`src/hw/rtl/sorted_edge_priority_queue_core_macros.svh`:
```
// ----------------------------------------------------------------------------
// sorted edge priority queue assertion macros
// shared concurrent assertion wrappers, compiled out with ASSERT_OFF
// ----------------------------------------------------------------------------
`ifndef SORTED_EDGE_PRIORITY_QUEUE_CORE_MACROS_SVH
`define SORTED_EDGE_PRIORITY_QUEUE_CORE_MACROS_SVH

`ifndef ASSERT_OFF

// expression must hold at every edge out of reset
`define SEPQ_ASSERT_ALWAYS(lbl, clk, rst_n, expr) \
  lbl: assert property (@(posedge clk) disable iff (!rst_n) (expr)) \
    else $error("sepq assertion failed");

// consequent must hold in the cycle after the antecedent
`define SEPQ_ASSERT_NEXT(lbl, clk, rst_n, ante, cons) \
  lbl: assert property (@(posedge clk) disable iff (!rst_n) (ante) |=> (cons)) \
    else $error("sepq assertion failed");

`else

`define SEPQ_ASSERT_ALWAYS(lbl, clk, rst_n, expr)
`define SEPQ_ASSERT_NEXT(lbl, clk, rst_n, ante, cons)

`endif

`endif

```
`src/hw/rtl/sepq_pkg.sv`:
```
// ----------------------------------------------------------------------------
// sepq_pkg
// shared types and constants of the sorted edge priority queue
// ----------------------------------------------------------------------------
package sepq_pkg;

  localparam int unsigned QueueDepthDef  = 64;
  localparam int unsigned VertexBitsDef  = 6;
  localparam int unsigned PortVertexBits = 6;
  localparam int unsigned WeightBits     = 32;
  localparam int unsigned CountOutBits   = 7;

  // operation applied to every cell in the same cycle
  typedef enum logic [1:0] {
    OP_HOLD   = 2'd0,
    OP_INSERT = 2'd1,
    OP_POP    = 2'd2
  } op_t;

  // request kinds on the input channel
  typedef enum logic {
    REQ_INSERT = 1'b0,
    REQ_POP    = 1'b1
  } req_t;

  typedef enum logic [2:0] {
    ST_INSERTED     = 3'd0,
    ST_POPPED       = 3'd1,
    ST_ZERO_IGNORED = 3'd2,
    ST_POP_EMPTY    = 3'd3,
    ST_FULL_DROPPED = 3'd4
  } status_t;

  // per-cell control handed down the chain
  typedef struct packed {
    op_t  op;
    logic left_disp;  // left neighbor is pushed one place right
    logic left_occ;   // left neighbor holds an entry
    logic self_occ;   // this cell holds an entry
  } cell_ctl_t;

endpackage

```
`src/hw/rtl/sepq_cell.sv`:
```
// ----------------------------------------------------------------------------
// sepq_cell
// one slot of the sorted chain: keeps, takes a neighbor or takes the new edge
// ----------------------------------------------------------------------------
module sepq_cell #(
  parameter int unsigned VERTEX_BITS = sepq_pkg::VertexBitsDef
) (
  input  logic                                   clk,
  input  sepq_pkg::cell_ctl_t                    ctl,
  input  logic [VERTEX_BITS-1:0]                 new_from,
  input  logic [VERTEX_BITS-1:0]                 new_to,
  input  logic signed [sepq_pkg::WeightBits-1:0] new_weight,
  input  logic [VERTEX_BITS-1:0]                 left_from,
  input  logic [VERTEX_BITS-1:0]                 left_to,
  input  logic signed [sepq_pkg::WeightBits-1:0] left_weight,
  input  logic [VERTEX_BITS-1:0]                 right_from,
  input  logic [VERTEX_BITS-1:0]                 right_to,
  input  logic signed [sepq_pkg::WeightBits-1:0] right_weight,
  output logic [VERTEX_BITS-1:0]                 from_q,
  output logic [VERTEX_BITS-1:0]                 to_q,
  output logic signed [sepq_pkg::WeightBits-1:0] weight_q,
  output logic                                   disp
);
  import sepq_pkg::*;

  logic [VERTEX_BITS-1:0]       from_r, from_nxt;
  logic [VERTEX_BITS-1:0]       to_r, to_nxt;
  logic signed [WeightBits-1:0] weight_r, weight_nxt;

  // new edge goes ahead of this entry
  assign disp = ctl.self_occ && (new_weight <= weight_r);

  always_comb begin
    from_nxt   = from_r;
    to_nxt     = to_r;
    weight_nxt = weight_r;
    case (ctl.op)
      OP_INSERT: begin
        if (ctl.left_disp) begin
          from_nxt   = left_from;
          to_nxt     = left_to;
          weight_nxt = left_weight;
        end else if (disp || (ctl.left_occ && !ctl.self_occ)) begin
          from_nxt   = new_from;
          to_nxt     = new_to;
          weight_nxt = new_weight;
        end
      end
      OP_POP: begin
        from_nxt   = right_from;
        to_nxt     = right_to;
        weight_nxt = right_weight;
      end
      default: ;
    endcase
  end

  always_ff @(posedge clk) begin
    from_r   <= from_nxt;
    to_r     <= to_nxt;
    weight_r <= weight_nxt;
  end

  assign from_q   = from_r;
  assign to_q     = to_r;
  assign weight_q = weight_r;

endmodule

```
`config.mk`:
```
export PLATFORM = sky130hd
export DESIGN_NAME = sepq_cell
export DESIGN_NICKNAME = d
export VERILOG_FILES = /design/src/hw/rtl/sorted_edge_priority_queue_core_macros.svh /design/src/hw/rtl/sepq_pkg.sv /design/src/hw/rtl/sepq_cell.sv
export SDC_FILE = /design/constraint.sdc
export NUM_CORES = 1
export LEC_CHECK = 0
export BUFFER_PORTS_ARGS = -buffer_cell sky130_fd_sc_hd__buf_2
export CORE_UTILIZATION = 45
export CTS_BUF_LIST = sky130_fd_sc_hd__clkbuf_8
export DETAILED_ROUTE_END_ITERATION = 8
export GPL_ROUTABILITY_DRIVEN = 0
export PLACE_DENSITY = 0.83
export SYNTH_ARGS = -nofsm -noshare
export SYNTH_HDL_FRONTEND = slang
export SYNTH_SLANG_ARGS = --single-unit
export TNS_END_PERCENT = 50
```
`constraint.sdc`:
```
create_clock -name clk -period 5.2 [get_ports clk]
set_input_delay 1.04 -clock clk [delete_from_list [all_inputs] [get_ports clk]]
set_output_delay 1.04 -clock clk [all_outputs]
set_load 0.05 [all_outputs]
```
After elaboration in Yosys (flattened, before gate mapping)
Index checks and enable logic that the tools add are counted.
- input port bits: 138
- output and inout bits: 45
- register bits: 44
- reduce and logical (&&, ||, !) cells: 6
- multiplexer cells: 9
- equal/unequal tests: 3
- $lt $le $gt $ge: 1
- operators with widths (kind ; count):
    32-bit two-way mux ; 2
    32-bit one-hot mux with 2 select lines ; 1
    32-bit less-or-equal comparator ; 1
    6-bit two-way mux ; 4
    6-bit one-hot mux with 2 select lines ; 2
    3-bit inequality test, second input constant ; 1
    2-bit by 1-bit equality test with 1-bit output, second input constant ; 1
    2-bit equality test, second input constant ; 1
    1-bit logical AND ; 2
    2-bit AND reduction ; 1
    2-bit nonzero test ; 1
    1-bit zero test ; 1
    1-bit logical OR ; 1

Depth between registers and ports, before layout
Gate-level depths: netlist (run 1).
- word-level depth: 6
- depth in mapped cells: 8
- mapped depth without buffers: 8

Worst setup path after synthesis (run 1)
OpenSTA, ideal clock, no wires.
- path kind: input-to-reg
- from: input port new_weight[14] (netlist name)
- to: register from_r[0], in the netlist from_q[0], enable pin
- arrival time: 3607 ps
- stages: 7
- path buffers: 0
- path slack: 1181 ps
- library setup time: 412 ps
- path through: ha_1 a21oi_1 nand2_1 a221o_1 o311a_1 o211a_1 o21ai_2
- word-level cells in the longest chain between the ends: 5
- ends and longest elaborated chain (what ; RTL line ; text):
    start, declared ; sepq_cell.sv:12 ; input logic signed [sepq_pkg::WeightBits-1:0] new_weight,
    32-bit less-or-equal comparator ; sepq_cell.sv:31 ; assign disp = ctl.self_occ && (new_weight <= weight_r);
    1-bit logical AND ; sepq_cell.sv:31 ;
    1-bit logical OR ; sepq_cell.sv:43 ; end else if (disp || (ctl.left_occ && !ctl.self_occ)) begin
    3-bit inequality test (no line) ; - ;
    2-bit AND reduction (no line) ; - ;
    end signal, assigned ; sepq_cell.sv:59 ; from_r <= from_nxt;
    end, declared ; sepq_cell.sv:26 ; logic [VERTEX_BITS-1:0] from_r, from_nxt;
Every way passes these cells.
A chain may end at the register's enable or synchronous reset.

Worst setup path in the final report (run 1)
- from: input port new_weight[27] (netlist name)
- to: output port disp
- word-level cells in the longest chain between the ends: 2
- ends and longest elaborated chain (what ; RTL line ; text):
    32-bit less-or-equal comparator ; sepq_cell.sv:31 ;
    1-bit logical AND ; sepq_cell.sv:31 ;
    end, declared ; sepq_cell.sv:22 ; output logic disp
Every way passes these cells.

==> qor.csv, run 1 <==
stage,metric,value,unit
floorplanning,DIE WIDTH,84.45,µm
timing,normalized max-slew margin,44.66,%
drt,number of routed nets with antenna violations,0,
timing,setup tns final,0,ps
hold_path,class of the most critical hold timing path,primary input to flip-flop,
placement,Post-DP HPWL,6226,µm
logic_synthesis,synthesis-stage register bit count,44,
finish,synthesis-to-finish area growth,34.85,%
critical_path,data required time of the critical path,4160,ps
pwr,switching power,0.3761,mW
grt,via count of the first global-routing pass,2809,
pwr,share of power burned in the clock network,20.0,%
clock_tree,CTS tree,built,
drt,Met1 Routed Length,3200,µm
grt,first-pass GRT wire length,12570,µm
clock_tree,number of hold buffers added after cts,0,
finish,"commonest non-fill, non-tap cells in the layout","182 x sky130_fd_sc_hd__buf_2, 52 x sky130_fd_sc_hd__nand2_1, 49 x sky130_fd_sc_hd__o21ai_0",
outcome,outcome,finished with violations,
hold_path,worst min-delay path startpoint,right_to[5],
critical_path,Critical R2R Capture,weight_q[26]$_DFFE_PP_,
timing,Fin. Hold Viols,0,
floorplanning,Vert. Die Dim,84.45,µm
finish,area of all sequential standard cells,1321,µm²
critical_path,CP Max Fanout,3,
grt,total gr overflow,0,
finish,share of layout cells above drive strength 1,39.43,%
critical_path,cells on worst reg2reg path,9,
logic_synthesis,Synth warnings,0,
critical_path,endpoint kind of the worst setup timing path,output pin,
pwr,internal power of the cells,0.6524,mW
logic_synthesis,post-synthesis area per instance,9.743,µm²
timing,Final Max Slew Viols,0,
timing,share of the clock period used by the worst path,78.13,%
critical_path,worst reg2reg startpoint,weight_q[5]$_DFFE_PP_,
critical_path,CP Data Arrival Time,3020,ps
floorplanning,overall die area,7132,µm²
clock_tree,worst-case clock buffer depth,2,
drt,DR WL/cell,13.52,µm
pwr,relative contribution of combinational cells to total power,36.1,%
drt,via count,2863,
timing,pin slew with the least headroom to its limit,830.1,ps
drt,remaining routing DRC violations,12,
finish,most common library cell in the layout ignoring fill and taps,sky130_fd_sc_hd__buf_2,
floorplanning,total I/O pin count,183,
finish,final std cells w/o fill,569,
placement,number of port buffers,182,
pwr,switching share of total power,36.57,%
timing,setup violators final,0,
pwr,sequential power share,43.9,%
hold_path,number of cells traversed by the worst hold path,3,
floorplanning,Placement Rows,29,
drt,First DRT Iteration DRCs,86,
timing,highest clock rate,246.1,MHz
critical_path,kind of critical path,primary input to output pin,
critical_path,r2r setup slk,2300,ps
clock_tree,Clock transition at path regs,80,ps
clock_tree,Clock H-tree levels,2,
drt,total met3 wirelength after detailed routing,531,µm
drt,sum of routed wire length over all layers,7692,µm
drt,top routing layer used,met4,
hold_path,Hold Path Sink,to_q[5]$_DFFE_PP_,
logic_synthesis,portion of the post-synthesis area used by sequential elements,43.19,%
logic_synthesis,post-synthesis net count,484,
pwr,maximum vdd drop,0.0001202,V
grt,pin count of the biggest net entering global routing,89,
placement,dpl cells,561,
floorplanning,initial standard-cell utilization of the core,47.37,%
finish,Multi-input gate area,1568,µm²
drt,routed wire length on met2,3869,µm
drt,average vias per placed instance,5.032,
timing,shortest period the worst path allows,4063,ps
logic_synthesis,post-synthesis instance area,3059,µm²
logic_synthesis,count of distinct cell types in the synthesized netlist,24,
logic_synthesis,Post-Syn Instances,314,
clock_tree,Inserted Clock Buffers,5,
critical_path,kind of start point of the critical path,primary input,
pwr,power density over cell area,249.3,nW/µm²
job,maximum capacitance violations,0,
finish,# diodes,0,
grt,GRT Util Overall,22.36,%
clock_tree,number of sinks handled by clock tree synthesis,44,
finish,count of nets after finishing,661,
drt,First-pass DRT Iterations,6,
clock_tree,post-CTS resize count,0,
pwr,leakage component of the power,2.108,nW
clock_tree,root cell of the clock tree,sky130_fd_sc_hd__clkbuf_8,
finish,Fill cells,567,
timing,skew final,5.661,ps
timing,unrepaired setup endpoints after global routing,false,
outcome,failing checks,DRC,
clock_tree,Post-CTS Repair Setup Buffers,0,
floorplanning,area of the placeable core,6459,µm²
grt,initial antenna violation count,0,
clock_tree,clock latency on the worst-skew pair,290,ps
cells in the mapped netlist:
library cell	instances	area share, %
sky130_fd_sc_hd__nand2_1	52	6.4
sky130_fd_sc_hd__o21ai_0	49	8.0
sky130_fd_sc_hd__edfxtp_1	44	43
sky130_fd_sc_hd__mux2i_1	44	14
sky130_fd_sc_hd__inv_1	33	4.0
sky130_fd_sc_hd__ha_1	32	13
sky130_fd_sc_hd__a21oi_1	14	2.3
sky130_fd_sc_hd__clkbuf_1	11	1.3
sky130_fd_sc_hd__nand4_1	6	1.2
sky130_fd_sc_hd__nor2_1	5	0.61
sky130_fd_sc_hd__buf_2	4	0.65
sky130_fd_sc_hd__nor2b_1	4	0.82
sky130_fd_sc_hd__o211ai_1	3	0.74
sky130_fd_sc_hd__nand3_1	2	0.33
sky130_fd_sc_hd__nor4_1	2	0.41
sky130_fd_sc_hd__a2111oi_0	1	0.29
sky130_fd_sc_hd__a211oi_1	1	0.25
sky130_fd_sc_hd__a21o_1	1	0.25
sky130_fd_sc_hd__a221o_1	1	0.33
sky130_fd_sc_hd__a31oi_1	1	0.20
sky130_fd_sc_hd__and2_1	1	0.20
sky130_fd_sc_hd__o211a_1	1	0.33
sky130_fd_sc_hd__o21ai_2	1	0.29
sky130_fd_sc_hd__o311a_1	1	0.33
metrics by stage:
| step | worst slack [ps] | util (%) | cell area [µm²] | hold slack (ps) | power, mW |
|---|---|---|---|---|---|
| 4_1_cts | 1130 | 63.87 | 4125 | 1011 | 1.039 |
| 2_1_floorplan | 1181 | - | 3059 | 1227 | 0.7098 |
| 3_3_place_gp | 1163 | 62.59 | 4043 | 1311 | 0.8208 |
| 6_report | 1137 | 63.87 | 4125 | 1022 | 1.029 |
| 3_5_place_dp | 1144 | 62.59 | 4043 | 1321 | 0.8334 |
| 5_1_grt | 996.0 | 63.87 | 4125 | 1016 | 1.088 |
worst max-delay path, stage by stage:
cell and delay [ps]:
sky130_fd_sc_hd__buf_2 110, sky130_fd_sc_hd__ha_1 310, sky130_fd_sc_hd__nand4_1 130, sky130_fd_sc_hd__nor4_1 580, sky130_fd_sc_hd__a21oi_1 140, sky130_fd_sc_hd__o211ai_1 190
sky130_fd_sc_hd__o21ai_0 140, sky130_fd_sc_hd__and2_1 170, sky130_fd_sc_hd__buf_2 200
layer usage:
metal,track usage (%),vias up
met4,6.471,0
li1,-,1478
met2,41.13,115
met1,26.18,1262
met5,0,-
met3,4.916,8
layout make-up:
type	instances	share of cell area, %
Timing Repair Buffer	185	22.63
Inverter	33	3.003
Tap cell	77	2.335
Clock inverter	3	0.3336
Clock buffer	5	1.668
Multi-Input combinational cell	222	38.00
Sequential cell	44	32.03
flip-flops by register name (all words and copies together) (netlist names):
| signal | cells |
|---|---|
| from_q | 6 |
| to_q | 6 |
| weight_q | 32 |
power groups by stage:
stage               clock (mW)  sequential (mW)  combinational (mW)
floorplan                    0            0.580               0.129
global placement             0            0.458               0.363
detailed placement           0            0.460               0.373
CTS                      0.212            0.452               0.375
global route             0.225            0.456               0.407
finish                   0.205            0.452               0.371
worst max path at each step:
stage | startpoint | end | slack (ps) | depth (start not counted)
after floorplan | new_weight[14] | from_q[0]$_DFFE_PP_ | 1180 | 7
after global placement | new_weight[27] | disp | 1160 | 9
after detailed placement | new_weight[27] | disp | 1140 | 9
after CTS | new_weight[27] | disp | 1130 | 9
after global routing | new_weight[25] | disp | 1000 | 9
final | new_weight[27] | disp | 1140 | 9
cell families (layout without fill, tap and decap cells):
group	after synthesis	after routing	synth area share [%]
flops	44	44	43.19
fa+ha+maj	32	32	13.09
simple gates	72	72	9.980
mux	44	44	14.40
compound gates	74	74	13.29
buf+inv	48	226	6.053
(Power assumes the default switching activity.)
==> run 2: changes to the inputs <==
Clock period 5.2 ns to 3.84 ns, I/O delays scaled along.
==> run 2 against run 1 <==
Effect of this change:
- the flow still finishes with violations (DRC)
- worst setup slack got worse by 780 ps
- via count up 1.7%
- clock skew grew 0.93 ps
- power grew 36%
- final cell count rose by 0.53%
- utilization rose by 0.35 points
- worst hold slack got worse by 270 ps
- combinational power up 37%
- critical path type unchanged
- largest power group unchanged
- highest routed layer unchanged
==> qor.csv, run 2 (synthesis gave the netlist of run 1 again) <==
stage,metric,value,unit,change
outcome,outcome,finished with violations,,
outcome,failing checks,DRC,,
finish,Multi-input gate area,1568,µm²,unchanged
critical_path,kind of critical path,primary input to output pin,,
timing,pin slew with the least headroom to its limit,516.7,ps,-313.4 ps
clock_tree,post-CTS resize count,0,,unchanged
finish,Fill cells,570,,+0.53%
timing,shortest period the worst path allows,3480,ps,
drt,average vias per placed instance,5.093,,+1.2%
critical_path,kind of start point of the critical path,primary input,,
drt,First-pass DRT Iterations,6,,unchanged
critical_path,endpoint kind of the worst setup timing path,output pin,,
finish,number of flip-flops in the largest register,32,,unchanged
pwr,leakage component of the power,2.123,nW,+0.73%
timing,normalized max-slew margin,65.55,%,+21 points
grt,first-pass GRT wire length,12870,µm,+2.4%
grt,GRT Util Overall,23.09,%,+0.72 points
hold_path,worst min-delay path startpoint,right_weight[31],,
placement,number of port buffers,182,,unchanged
clock_tree,Clock transition at path regs,80,ps,about the same
clock_tree,Clock H-tree levels,2,,unchanged
floorplanning,overall die area,7132,µm²,unchanged
critical_path,CP Data Arrival Time,2710,ps,-310 ps
critical_path,Critical R2R Capture,weight_q[26]$_DFFE_PP_,,
timing,setup violators final,0,,unchanged
placement,Post-DP HPWL,6473,µm,+4.0%
timing,setup tns final,0,ps,unchanged
finish,# diodes,0,,unchanged
timing,share of the clock period used by the worst path,90.63,%,
drt,DR WL/cell,13.85,µm,+2.4%
floorplanning,DIE WIDTH,84.45,µm,unchanged
hold_path,Hold Path Sink,weight_q[31]$_DFFE_PP_,,
drt,number of routed nets with antenna violations,0,,unchanged
job,maximum capacitance violations,0,,unchanged
critical_path,cells on worst reg2reg path,9,,unchanged
timing,Fin. Hold Viols,0,,unchanged
critical_path,CP Max Fanout,3,,unchanged
pwr,maximum vdd drop,0.0002146,V,+79%
critical_path,r2r setup slk,1160,ps,-1140 ps
clock_tree,root cell of the clock tree,sky130_fd_sc_hd__clkbuf_8,,
floorplanning,initial standard-cell utilization of the core,47.37,%,unchanged
grt,initial antenna violation count,0,,unchanged
clock_tree,CTS tree,built,,
drt,remaining routing DRC violations,12,,unchanged
drt,via count,2913,,+1.7%
hold_path,number of cells traversed by the worst hold path,3,,unchanged
grt,pin count of the biggest net entering global routing,47,,-47%
finish,area of all sequential standard cells,1321,µm²,unchanged
floorplanning,Vert. Die Dim,84.45,µm,unchanged
clock_tree,number of hold buffers added after cts,0,,unchanged
clock_tree,worst-case clock buffer depth,2,,unchanged
clock_tree,Inserted Clock Buffers,5,,unchanged
floorplanning,Placement Rows,29,,unchanged
grt,total gr overflow,0,,unchanged
finish,count of nets after finishing,664,,+0.45%
finish,"commonest non-fill, non-tap cells in the layout","182 x sky130_fd_sc_hd__buf_2, 52 x sky130_fd_sc_hd__nand2_1, 49 x sky130_fd_sc_hd__o21ai_0",,
floorplanning,area of the placeable core,6459,µm²,unchanged
floorplanning,total I/O pin count,183,,unchanged
pwr,power density over cell area,336.5,nW/µm²,+35%
timing,Final Max Slew Viols,0,,unchanged
finish,most common library cell in the layout ignoring fill and taps,sky130_fd_sc_hd__buf_2,,
clock_tree,number of sinks handled by clock tree synthesis,44,,unchanged
finish,synthesis-to-finish area growth,35.58,%,
hold_path,class of the most critical hold timing path,primary input to flip-flop,,
grt,via count of the first global-routing pass,2896,,+3.1%
drt,sum of routed wire length over all layers,7922,µm,+3.0%
timing,skew final,6.592,ps,+0.9310 ps
clock_tree,clock latency on the worst-skew pair,290,ps,about the same
timing,highest clock rate,287.3,MHz,
timing,unrepaired setup endpoints after global routing,false,,
finish,share of layout cells above drive strength 1,39.80,%,+0.37 points
critical_path,worst reg2reg startpoint,weight_q[7]$_DFFE_PP_,,
clock_tree,Post-CTS Repair Setup Buffers,0,,unchanged
finish,post-route core utilization,64.22,%,+0.35 points
drt,First DRT Iteration DRCs,101,,+17%
critical_path,critical path startpoint,new_weight[7],,
critical_path,data required time of the critical path,3070,ps,-1090 ps
## run 2: changes by cell type in the layout (fill, tap and decap cells not counted), sizes merged
cell / previous run / this run
buf: 185 / 188
## run 2: routing by layer
| metal | vias up | share of wire, % | GRT usage (%) |
|---|---|---|---|
| li1 | 1481 | - | - |
| met1 | 1308 | 40 | 26.64 |
| met2 | 118 | 52 | 43.67 |
| met3 | 6 | 6.4 | 4.621 |
| met4 | 0 | 0.98 | 5.855 |
| met5 | - | 0 | 0 |
## run 2: how the worst max path moves through the flow
stage / cells past startpoint / end
after global routing: 9 / disp
after CTS: 9 / disp
after detailed placement: 9 / disp
final: 9 / disp
after floorplan: 7 / from_q[0]$_DFFE_PP_
after global placement: 9 / disp
## run 2: layout make-up
class                           count  share of cell area [%]
Timing Repair Buffer              188                   23.05
Clock buffer                        5                   1.659
Inverter                           33                   2.986
Clock inverter                      3                  0.3318
Sequential cell                    44                   31.86
Multi-Input combinational cell    222                   37.80
Tap cell                           77                   2.323
## run 2: report_power, final
| part | internal [mW] | switching, mW | leakage [nW] |
|---|---|---|---|
| clock | 0.124 | 0.152 | 0.0453 |
| sequential | 0.592 | 0.0188 | 0.429 |
| combinational | 0.169 | 0.340 | 1.65 |
| total | 0.885 | 0.510 | 2.12 |
## run 2: metrics by stage
step	setup WS, ps	hold WS (ps)	cells	area (µm²)	power [mW]
final	359.8	752.1	572	4148	1.396
after CTS	382.3	739.3	572	4148	1.407
after detailed placement	378.1	1048	564	4065	1.132
after global routing	186.9	750.0	572	4148	1.478
after floorplan	93.48	955.1	314	3059	0.9611
after global placement	417.8	1039	564	4065	1.113
## run 2: critical path: stages
cell and delay, ps:
sky130_fd_sc_hd__buf_2 110, sky130_fd_sc_hd__ha_1 310, sky130_fd_sc_hd__a21oi_1 150, sky130_fd_sc_hd__o21ai_0 130, sky130_fd_sc_hd__a221o_1 310, sky130_fd_sc_hd__o311a_1 360
sky130_fd_sc_hd__o21ai_0 180, sky130_fd_sc_hd__and2_1 140, sky130_fd_sc_hd__buf_2 250
